`src/hdl/mrbm_pkg.sv`:
```
package mrbm_pkg;

	// Sizes
	localparam int MAX_COLS = 64;
	localparam int MAX_ROWS = 64;
	localparam int COL_W    = $clog2(MAX_COLS);
	localparam int CNT_W    = $clog2(MAX_COLS + 1);
	localparam int ROWC_W   = $clog2(MAX_ROWS + 1);
	localparam int HGT_W    = ROWC_W;
	localparam int AREA_W   = 13;
	localparam int PROD_W   = HGT_W + CNT_W;
	localparam int CFG_W    = 7;
	localparam logic [AREA_W-1:0] AREA_LIMIT = {AREA_W{1'b1}};

	// Register indexes
	typedef enum logic {
		CFG_COLUMN_COUNT = 1'b0,
		CFG_ROW_COUNT    = 1'b1
	} cfg_idx_t;

	// Sequencer steps
	typedef enum logic [2:0] {
		STEP_IDLE  = 3'd0,
		STEP_CELL  = 3'd1,
		STEP_FETCH = 3'd2,
		STEP_CUR   = 3'd3,
		STEP_TEST  = 3'd4,
		STEP_TOP   = 3'd5,
		STEP_PUSH  = 3'd6,
		STEP_ROW   = 3'd7
	} step_t;

	// Datapath operations
	typedef enum logic [2:0] {
		OP_IDLE,
		OP_CELL,
		OP_FETCH,
		OP_CUR,
		OP_TEST,
		OP_TOP,
		OP_PUSH,
		OP_ROW
	} op_t;

	// Jump conditions
	typedef enum logic [2:0] {
		C_ALWAYS,
		C_ACCEPT,
		C_ROW_ON,
		C_POP,
		C_SCAN_DONE,
		C_ROW_GO
	} cond_t;

	typedef struct packed {
		op_t   op;
		cond_t cond;
		step_t tgt_t;
		step_t tgt_f;
	} ucode_t;

	typedef struct packed {
		logic [HGT_W-1:0] hgt;
		logic [CNT_W-1:0] start;
	} stk_ent_t;

	typedef struct packed {
		logic             we;
		logic [COL_W-1:0] waddr;
		logic [HGT_W-1:0] wdata;
		logic [COL_W-1:0] raddr;
		logic             clr;
	} hmem_ctl_t;

	// Control store: one word per step
	function automatic ucode_t ucode_rom(step_t s);
		ucode_t w;
		unique case (s)
			STEP_IDLE:  w = '{OP_IDLE,  C_ACCEPT,    STEP_CELL,  STEP_IDLE};
			STEP_CELL:  w = '{OP_CELL,  C_ROW_ON,    STEP_IDLE,  STEP_FETCH};
			STEP_FETCH: w = '{OP_FETCH, C_ALWAYS,    STEP_CUR,   STEP_CUR};
			STEP_CUR:   w = '{OP_CUR,   C_ALWAYS,    STEP_TEST,  STEP_TEST};
			STEP_TEST:  w = '{OP_TEST,  C_POP,       STEP_TOP,   STEP_PUSH};
			STEP_TOP:   w = '{OP_TOP,   C_ALWAYS,    STEP_TEST,  STEP_TEST};
			STEP_PUSH:  w = '{OP_PUSH,  C_SCAN_DONE, STEP_ROW,   STEP_FETCH};
			STEP_ROW:   w = '{OP_ROW,   C_ROW_GO,    STEP_IDLE,  STEP_ROW};
		endcase
		return w;
	endfunction

	// Zero reads as one, large values saturate
	function automatic logic [CNT_W-1:0] clamp_count(logic [CFG_W-1:0] v,
			logic [CNT_W-1:0] limit);
		logic [CNT_W-1:0] r;
		if (v == '0) begin
			r = CNT_W'(1);
		end else if (CNT_W'(v) > limit) begin
			r = limit;
		end else begin
			r = CNT_W'(v);
		end
		return r;
	endfunction

endpackage

```
`src/hdl/mrbm_cell_if.sv`:
```
interface mrbm_cell_if;
	logic valid;
	logic ready;
	logic cell_req;

	modport source (output valid, output cell_req, input ready);
	modport sink (input valid, input cell_req, output ready);
endinterface

```
`src/hdl/mrbm_area_if.sv`:
```
interface mrbm_area_if import mrbm_pkg::*; ();
	logic              valid;
	logic              ready;
	logic [AREA_W-1:0] max_area;

	modport source (output valid, output max_area, input ready);
	modport sink (input valid, input max_area, output ready);
endinterface

```
`src/hdl/maximal_rectangle_binary_matrix.sv`:
```
// Flow: a cell is taken in the idle step and written in the cell step; at row end a
// histogram scan runs fetch, current, test and push steps for each column and for the
// zero sentinel, a top step for each stack pop and one closing row step.
// No cell is taken during the scan; the last row's closing step waits until the result register is free.
// Rate is set by the registered height-memory read and the one-entry-per-step stack.
// Reset: counts go to 64, heights, positions, best area and stack clear at once.
module maximal_rectangle_binary_matrix import mrbm_pkg::*; (
	input  logic             clk,
	input  logic             arst_n,
	input  logic             cfg_we,
	input  logic             cfg_idx,
	input  logic [CFG_W-1:0] cfg_data,
	mrbm_cell_if.sink        cells,
	mrbm_area_if.source      result
);

	step_t             pc_q, pc_nxt;
	ucode_t            ucw;
	logic              cond_ok;

	logic [CNT_W-1:0]  col_cnt_q;
	logic [ROWC_W-1:0] row_cnt_q;
	logic [COL_W-1:0]  col_q;
	logic [ROWC_W-1:0] row_q;
	logic [CNT_W-1:0]  i_q;
	logic [CNT_W-1:0]  d_q;
	logic [CNT_W-1:0]  start_q;
	logic [HGT_W-1:0]  cur_q;
	stk_ent_t          top_q;
	logic [PROD_W-1:0] prod_q;
	logic [AREA_W-1:0] best_q;
	logic              cell_q;
	logic              out_vld_q;
	logic [AREA_W-1:0] out_area_q;

	stk_ent_t          stk [MAX_COLS];
	stk_ent_t          stk_rd_q;
	logic [COL_W-1:0]  stk_raddr;
	logic              stk_we;

	hmem_ctl_t         hctl;
	logic [HGT_W-1:0]  hrd;

	logic              accept;
	logic [CNT_W-1:0]  col_nxt;
	logic [ROWC_W-1:0] row_nxt;
	logic              pop;
	logic              out_free;
	logic              matrix_end;
	logic [HGT_W-1:0]  new_hgt;
	logic [AREA_W-1:0] area;

	assign ucw = ucode_rom(pc_q);

	// Shared conditions
	assign accept     = cells.valid && cells.ready;
	assign col_nxt    = CNT_W'(col_q) + CNT_W'(1);
	assign row_nxt    = row_q + ROWC_W'(1);
	assign pop        = (d_q != '0) && (top_q.hgt >= cur_q);
	assign out_free   = !out_vld_q || result.ready;
	assign matrix_end = (ucw.op == OP_ROW) && (row_nxt >= row_cnt_q) && out_free;
	assign area       = (prod_q > PROD_W'(AREA_LIMIT)) ? AREA_LIMIT : prod_q[AREA_W-1:0];

	// Cell update: grow to the row count, zero on a clear cell
	always_comb begin
		if (!cell_q) begin
			new_hgt = '0;
		end else if (hrd < row_cnt_q) begin
			new_hgt = hrd + HGT_W'(1);
		end else begin
			new_hgt = row_cnt_q;
		end
	end

	// Next step
	always_comb begin
		unique case (ucw.cond)
			C_ALWAYS:    cond_ok = 1'b1;
			C_ACCEPT:    cond_ok = accept;
			C_ROW_ON:    cond_ok = col_nxt < col_cnt_q;
			C_POP:       cond_ok = pop;
			C_SCAN_DONE: cond_ok = i_q == col_cnt_q;
			C_ROW_GO:    cond_ok = (row_nxt < row_cnt_q) || out_free;
			default:     cond_ok = 1'b1;
		endcase
		pc_nxt = cond_ok ? ucw.tgt_t : ucw.tgt_f;
	end

	// Control word decode
	always_comb begin
		cells.ready = ucw.op == OP_IDLE;
		hctl.we     = ucw.op == OP_CELL;
		hctl.waddr  = col_q;
		hctl.wdata  = new_hgt;
		hctl.raddr  = (ucw.op == OP_FETCH) ? i_q[COL_W-1:0] : col_q;
		hctl.clr    = matrix_end;
		stk_we      = (ucw.op == OP_PUSH) && (i_q < col_cnt_q) && (d_q != '0);
		stk_raddr   = COL_W'(d_q - CNT_W'(2));
	end

	mrbm_hgt_mem u_hgt (
		.clk    (clk),
		.arst_n (arst_n),
		.ctl    (hctl),
		.rdata  (hrd)
	);

	// Index stack below the top entry
	always_ff @(posedge clk) begin
		if (stk_we) begin
			stk[COL_W'(d_q - CNT_W'(1))] <= top_q;
		end
		stk_rd_q <= stk[stk_raddr];
	end

	// Payload registers
	always_ff @(posedge clk) begin
		if (accept) begin
			cell_q <= cells.cell_req;
		end
		unique case (ucw.op)
			OP_FETCH: start_q <= i_q;
			OP_CUR:   cur_q <= (i_q < col_cnt_q) ? hrd : '0;
			OP_TEST: begin
				if (pop) begin
					prod_q  <= PROD_W'(top_q.hgt) * PROD_W'(i_q - top_q.start);
					start_q <= top_q.start;
				end
			end
			OP_TOP: begin
				if (d_q != '0) begin
					top_q <= stk_rd_q;
				end
			end
			OP_PUSH: begin
				if (i_q < col_cnt_q) begin
					top_q <= '{hgt: cur_q, start: start_q};
				end
			end
			default: ;
		endcase
		if (matrix_end) begin
			out_area_q <= best_q;
		end
	end

	// Control state
	always_ff @(posedge clk or negedge arst_n) begin
		if (!arst_n) begin
			pc_q      <= STEP_IDLE;
			col_cnt_q <= CNT_W'(MAX_COLS);
			row_cnt_q <= ROWC_W'(MAX_ROWS);
			col_q     <= '0;
			row_q     <= '0;
			i_q       <= '0;
			d_q       <= '0;
			best_q    <= '0;
			out_vld_q <= 1'b0;
		end else begin
			pc_q <= pc_nxt;
			if (cfg_we) begin
				unique case (cfg_idx_t'(cfg_idx))
					CFG_COLUMN_COUNT: col_cnt_q <= clamp_count(cfg_data, CNT_W'(MAX_COLS));
					CFG_ROW_COUNT:    row_cnt_q <= clamp_count(cfg_data, ROWC_W'(MAX_ROWS));
				endcase
			end
			// result word: a new one replaces the one taken this cycle
			if (matrix_end) begin
				out_vld_q <= 1'b1;
			end else if (result.ready) begin
				out_vld_q <= 1'b0;
			end
			unique case (ucw.op)
				OP_CELL: begin
					if (col_nxt < col_cnt_q) begin
						col_q <= col_nxt[COL_W-1:0];
					end else begin
						col_q <= '0;
						i_q   <= '0;
						d_q   <= '0;
					end
				end
				OP_TEST: begin
					if (pop) begin
						d_q <= d_q - CNT_W'(1);
					end
				end
				OP_TOP: begin
					if (area > best_q) begin
						best_q <= area;
					end
				end
				OP_PUSH: begin
					i_q <= i_q + CNT_W'(1);
					if (i_q < col_cnt_q) begin
						d_q <= d_q + CNT_W'(1);
					end
				end
				OP_ROW: begin
					if (row_nxt < row_cnt_q) begin
						row_q <= row_nxt;
					end else if (out_free) begin
						row_q  <= '0;
						best_q <= '0;
					end
				end
				default: ;
			endcase
		end
	end

	assign result.valid    = out_vld_q;
	assign result.max_area = out_area_q;

	// Checks
	a_stk_bound: assert property (@(posedge clk) disable iff (!arst_n)
		d_q <= CNT_W'(MAX_COLS))
		else $error("stack depth past column limit");

	// the scan index ends one past the sentinel
	a_scan_bound: assert property (@(posedge clk) disable iff (!arst_n)
		i_q <= CNT_W'(MAX_COLS + 1))
		else $error("scan index past column limit");

	a_idle_empty: assert property (@(posedge clk) disable iff (!arst_n)
		(pc_q == STEP_IDLE) |-> (d_q == '0))
		else $error("stack not empty between rows");

	a_accept_step: assert property (@(posedge clk) disable iff (!arst_n)
		accept |=> (pc_q == STEP_CELL))
		else $error("accepted word not processed");

	a_result_src: assert property (@(posedge clk) disable iff (!arst_n)
		$rose(out_vld_q) |-> ($past(pc_q) == STEP_ROW))
		else $error("result word raised outside matrix end");

endmodule

```
`src/hdl/mrbm_hgt_mem.sv`:
```
module mrbm_hgt_mem import mrbm_pkg::*; (
	input  logic             clk,
	input  logic             arst_n,
	input  hmem_ctl_t        ctl,
	output logic [HGT_W-1:0] rdata
);

	logic [HGT_W-1:0]    mem [MAX_COLS];
	logic [MAX_COLS-1:0] vld_q;
	logic [HGT_W-1:0]    rdata_q;
	logic                rvld_q;

	// Storage, registered read
	always_ff @(posedge clk) begin
		if (ctl.we) begin
			mem[ctl.waddr] <= ctl.wdata;
		end
		rdata_q <= mem[ctl.raddr];
	end

	// Per-column valid bits; a column never written since the clear reads zero
	always_ff @(posedge clk or negedge arst_n) begin
		if (!arst_n) begin
			vld_q  <= '0;
			rvld_q <= 1'b0;
		end else begin
			rvld_q <= vld_q[ctl.raddr];
			if (ctl.clr) begin
				vld_q <= '0;
			end else if (ctl.we) begin
				vld_q[ctl.waddr] <= 1'b1;
			end
		end
	end

	assign rdata = rvld_q ? rdata_q : '0;

endmodule
```
`src/flat_wrapper.sv`:
```
// flat-port wrapper written by rule: the top's interface ports become plain ports
module maximal_rectangle_binary_matrix_flat import mrbm_pkg::*;
  (clk, arst_n, cfg_we, cfg_idx, cfg_data, cells_valid, cells_cell_req, cells_ready, result_valid, result_max_area, result_ready);
  mrbm_cell_if cells_i ();
  mrbm_area_if result_i ();
  input  logic clk;
  input  logic arst_n;
  input  logic cfg_we;
  input  logic cfg_idx;
  input  logic [CFG_W-1:0] cfg_data;
  input wire logic [$bits(cells_i.valid)-1:0] cells_valid;
  input wire logic [$bits(cells_i.cell_req)-1:0] cells_cell_req;
  output wire logic [$bits(cells_i.ready)-1:0] cells_ready;
  output wire logic [$bits(result_i.valid)-1:0] result_valid;
  output wire logic [$bits(result_i.max_area)-1:0] result_max_area;
  input wire logic [$bits(result_i.ready)-1:0] result_ready;
  assign cells_i.valid = cells_valid;
  assign cells_i.cell_req = cells_cell_req;
  assign cells_ready = cells_i.ready;
  assign result_valid = result_i.valid;
  assign result_max_area = result_i.max_area;
  assign result_i.ready = result_ready;
  maximal_rectangle_binary_matrix u_core (.clk(clk), .arst_n(arst_n), .cfg_we(cfg_we), .cfg_idx(cfg_idx), .cfg_data(cfg_data), .cells(cells_i), .result(result_i));
endmodule
```
`config.mk`:
```
export PLATFORM = sky130hd
export DESIGN_NAME = maximal_rectangle_binary_matrix_flat
export DESIGN_NICKNAME = d
export VERILOG_FILES = /design/src/hdl/mrbm_pkg.sv /design/src/hdl/mrbm_cell_if.sv /design/src/hdl/mrbm_area_if.sv /design/src/hdl/maximal_rectangle_binary_matrix.sv /design/src/hdl/mrbm_hgt_mem.sv /design/src/flat_wrapper.sv
export SDC_FILE = /design/constraint.sdc
export NUM_CORES = 2
export LEC_CHECK = 0
export BUFFER_PORTS_ARGS = -buffer_cell sky130_fd_sc_hd__buf_2
export CAP_MARGIN = 20
export CORE_ASPECT_RATIO = 0.9
export CORE_MARGIN = 2
export CORE_UTILIZATION = 37
export DETAILED_ROUTE_END_ITERATION = 10
export PLACE_DENSITY = 0.55
export SYNTH_ARGS = -nofsm -noshare
export SYNTH_HDL_FRONTEND = slang
export SYNTH_SLANG_ARGS = --single-unit
```
`constraint.sdc`:
```
create_clock -name clk -period 7.1 [get_ports clk]
set_input_delay 1.42 -clock clk [delete_from_list [all_inputs] [get_ports clk]]
set_output_delay 1.42 -clock clk [all_outputs]
set_load 0.01 [all_outputs]
```
==> qor.txt <==
Register area share after synthesis: 71.3%
Clk root buf: clkbuf_16
Post_cts resized: 0
First-pass GRT wire length: 233,000 um
RSZ-0062 raised after global routing: no
Postcts setup bufs: 0
Hold Slack: 0.480 ns
Clk_skew: 0.0323 ns
Final number of max-transition violations: 0
Final period util: 88.6%
Fill count: 15,000
Fmax: 159 MHz
Critical Path Source Type: flip-flop
Sequential cell area: 45,500 um2
Most common cell after layout, fill and taps aside: edfxtp_1
Max Root-Sink Buffers: 3
Async S/R FF share, synth: 7.97%
Input/output buffers: 28
Iteration-0 DRC Markers: 3,583
Vias in the first global route: 33,100
TritonCTS Sinks: 1,544
Area growth syn-to-layout: 13.7%
Total core area: 171,000 um2
Hold Fails Final Rpt: 0
Share of cells above drive strength 1: 21.2%
TNS Setup: 0 ns
Die area: 176,000 um2
CTS tree: done
Kind of end point of the critical path: flip-flop
Critical path required time: 7.62 ns
Multi-input gate area: 17,400 um2
IO Pins: 29
DP Wirelength: 96,800 um
Drc violations: 0
Worst path slowest cell: fa_1
CTS hold repair buffers: 0
Outcome: complete, no violations
Chip width: 442 um
Via count: 33,400
Main synth FF type: edfxtp_1
GPL Wtd Cong: 0.809
EDFF count, synth: 1,400
VDD IR-drop max: 0.500 mV
GRT Total Usage: 18.0%
Worst Max-Slew Pin Slew: 1.08 ns
Lkg Pwr: 24.0 nW
Total CTS buffers: 162
Crit-path max cell delay: 0.56 ns
Cell Rows: 144
Worst-path maximum fanout: 7
Worst-skew pair later-pin latency: 0.79 ns
Flops & latches, synth: 1,544
Most frequent cells in the layout: edfxtp_1, mux4_2, nand2_1
Slew margin rel.: 27.6%
Starting Density: 37.3%
Total Wirelength: 159,000 um
Power density over the cells: 469 nW/um2
Die Ht: 398 um
WP data arrival: 6.81 ns
Worst Setup Path Type: flip-flop to flip-flop
Yosys warns: 0
# nets final: 3,850
Post-Syn Area: 63,900 um2
GR Overflow Total: 0
Worst-path cell chain: inv_1 -> ha_1 -> fa_1 -> nor2b_1 -> o21ai_0 -> a21oi_1 -> o21a_1 -> nor2_1 -> xnor2_1 -> and2_1 -> fa_1 -> fa_1 -> fa_1 -> fa_1 -> ha_1 -> nor3_1 -> o211ai_1 -> a31oi_1 -> nor2b_1 -> o21a_1 -> o41ai_1 -> xnor2_1
Syn nets: 3,716
Avg Cell Area, Syn: 17.9 um2
Min cycle time layout: 6.29 ns
H-tree levels: 4
Cell mode on critical path: fa_1
WL/cell: 25.9 um
Finish-stage setup viols: 0
Worst hold-check path type: flip-flop to flip-flop
Initial antenna violation count: 2
Largest net degree at the start of global routing: 110
Unique masters post-synth: 68
Syn Inst Count: 3,572
TritonRoute pass-1 iters: 6
Antenna-violating nets left: 0
Via density: 5.46
Max-cap violation count: 0
Clk slew on worst S/H paths: 0.06 ns
==> where the power goes <==
part           internal [W]  switching (W)  total [W]
Clock               0.00499        0.00358    0.00857
Combinational       0.00542        0.00812     0.0135
Sequential           0.0115       0.000446     0.0120
==> area by class of cell <==
cell class	instances	share of cell area, %
tap	2263	3.90
multi-input combinational	1756	23.9
inverter	102	0.527
clock inverter	85	1.34
clock buffer	217	6.13
timing repair buffer	140	1.47
sequential	1544	62.7
antenna	2	0.00689
==> critical path, delay by kind of cell, from the launching register on <==
kind	cells	cell delay, ns
AO/OA/AOI/OAI	7	1.35
XOR/XNOR	2	0.61
adder cells (fa/ha/maj)	7	2.83
buffers and inverters	1	0.16
flip-flops	1	0.42
AND/OR/NAND/NOR	5	0.65
==> through the flow <==
| stage | instances | power, W | utilization [%] | setup WS, ns | instance area [um2] |
|---|---|---|---|---|---|
| final | 6109 | 0.0341 | 42.4 | 0.812 | 72600 |
| after global routing | 6108 | 0.0361 | 42.4 | 0.301 | 72600 |
| after CTS | 6104 | 0.0345 | 42.4 | 0.761 | 72600 |
| after detailed placement | 5802 | 0.0257 | 39.2 | 0.791 | 67200 |
| after global placement | 5802 | 0.0258 | 39.2 | 0.879 | 67200 |
| after floorplan | 3572 | 0.0215 | - | 0.796 | 63900 |
==> state kept, by name, indices dropped and copies added, names as in the netlist, named ones only <==
register,flops
u_core.stk_rd_q,14
u_core.u_hgt.rdata_q,7
u_core.best_q,13
u_core.result.max_area,13
u_core.u_hgt.rvld_q,1
u_core.cur_q,7
u_core.result.valid,1
u_core.prod_q,14
u_core.col_cnt_q,7
u_core.cell_q,1
u_core.col_q,6
u_core.top_q,14
u_core.d_q,7
u_core.pc_q,2
u_core.u_hgt.vld_q,64
u_core.i_q,7
u_core.row_cnt_q,7
u_core.start_q,7
u_core.stk,896
u_core.row_q,7
u_core.u_hgt.mem,448
==> synth_stat cells, drive strengths merged (35+ instances only) <==
| cell | count | area share (%) |
|---|---|---|
| and3 | 39 | 0.38 |
| a211oi | 47 | 0.60 |
| dfrtp | 121 | 4.7 |
| nand2 | 221 | 1.3 |
| nor3 | 42 | 0.33 |
| inv | 102 | 0.60 |
| xnor2 | 35 | 0.48 |
| nor2b | 73 | 0.71 |
| buf | 86 | 0.74 |
| nor2 | 218 | 1.3 |
| clkbuf | 84 | 0.49 |
| edfxtp | 1400 | 66 |
| nor4 | 41 | 0.42 |
| mux4 | 344 | 12 |
| o21ai | 98 | 0.77 |
| ha | 89 | 1.7 |
| and2 | 37 | 0.36 |
| o21a | 67 | 0.79 |
| a21oi | 47 | 0.37 |
| mux2 | 38 | 0.67 |
| fa | 41 | 1.3 |
==> kinds of logic (layout without fill, tap and decap cells) <==
logic type,count (synthesis),count (layout),share of synthesized area (%)
AO/OA/AOI/OAI,414,414,4.42
XOR/XNOR,46,46,0.631
adder cells (fa/ha/maj),130,130,3.03
buffers and inverters,272,544,1.83
flip-flops,1544,1544,71.3
multiplexers,405,405,13.2
other,0,2,0
AND/OR/NAND/NOR,761,761,5.64
==> worst paths after layout <==
path,startpoint,end,slack [ns],cells past startpoint
setup / recovery,u_core.i_q[0]$_DFFE_PN0P_,u_core.prod_q[13]$_DFFE_PP_,0.81,22
hold / removal,u_core.col_cnt_q[2]$_DFFE_PN0P_,u_core.col_cnt_q[2]$_DFFE_PN0P_,0.48,2
setup reg to reg,u_core.i_q[0]$_DFFE_PN0P_,u_core.prod_q[13]$_DFFE_PP_,0.81,22
hold reg to reg,u_core.col_cnt_q[2]$_DFFE_PN0P_,u_core.col_cnt_q[2]$_DFFE_PN0P_,0.48,2
max in group asynchronous,arst_n,u_core.u_hgt.vld_q[5]$_DFFE_PN0P_,5.08,2
min in group asynchronous,arst_n,u_core.col_cnt_q[2]$_DFFE_PN0P_,0.67,1
==> per-layer routing <==
layer | up-vias | wire [um] | track usage (%)
met5 | - | 0 | 0
met4 | 0 | 3430 | 4.79
met3 | 214 | 9640 | 3.08
met2 | 1044 | 71900 | 27.2
met1 | 17700 | 73500 | 26.9
li1 | 14400 | - | -
Power figures use the tool's default switching activity.
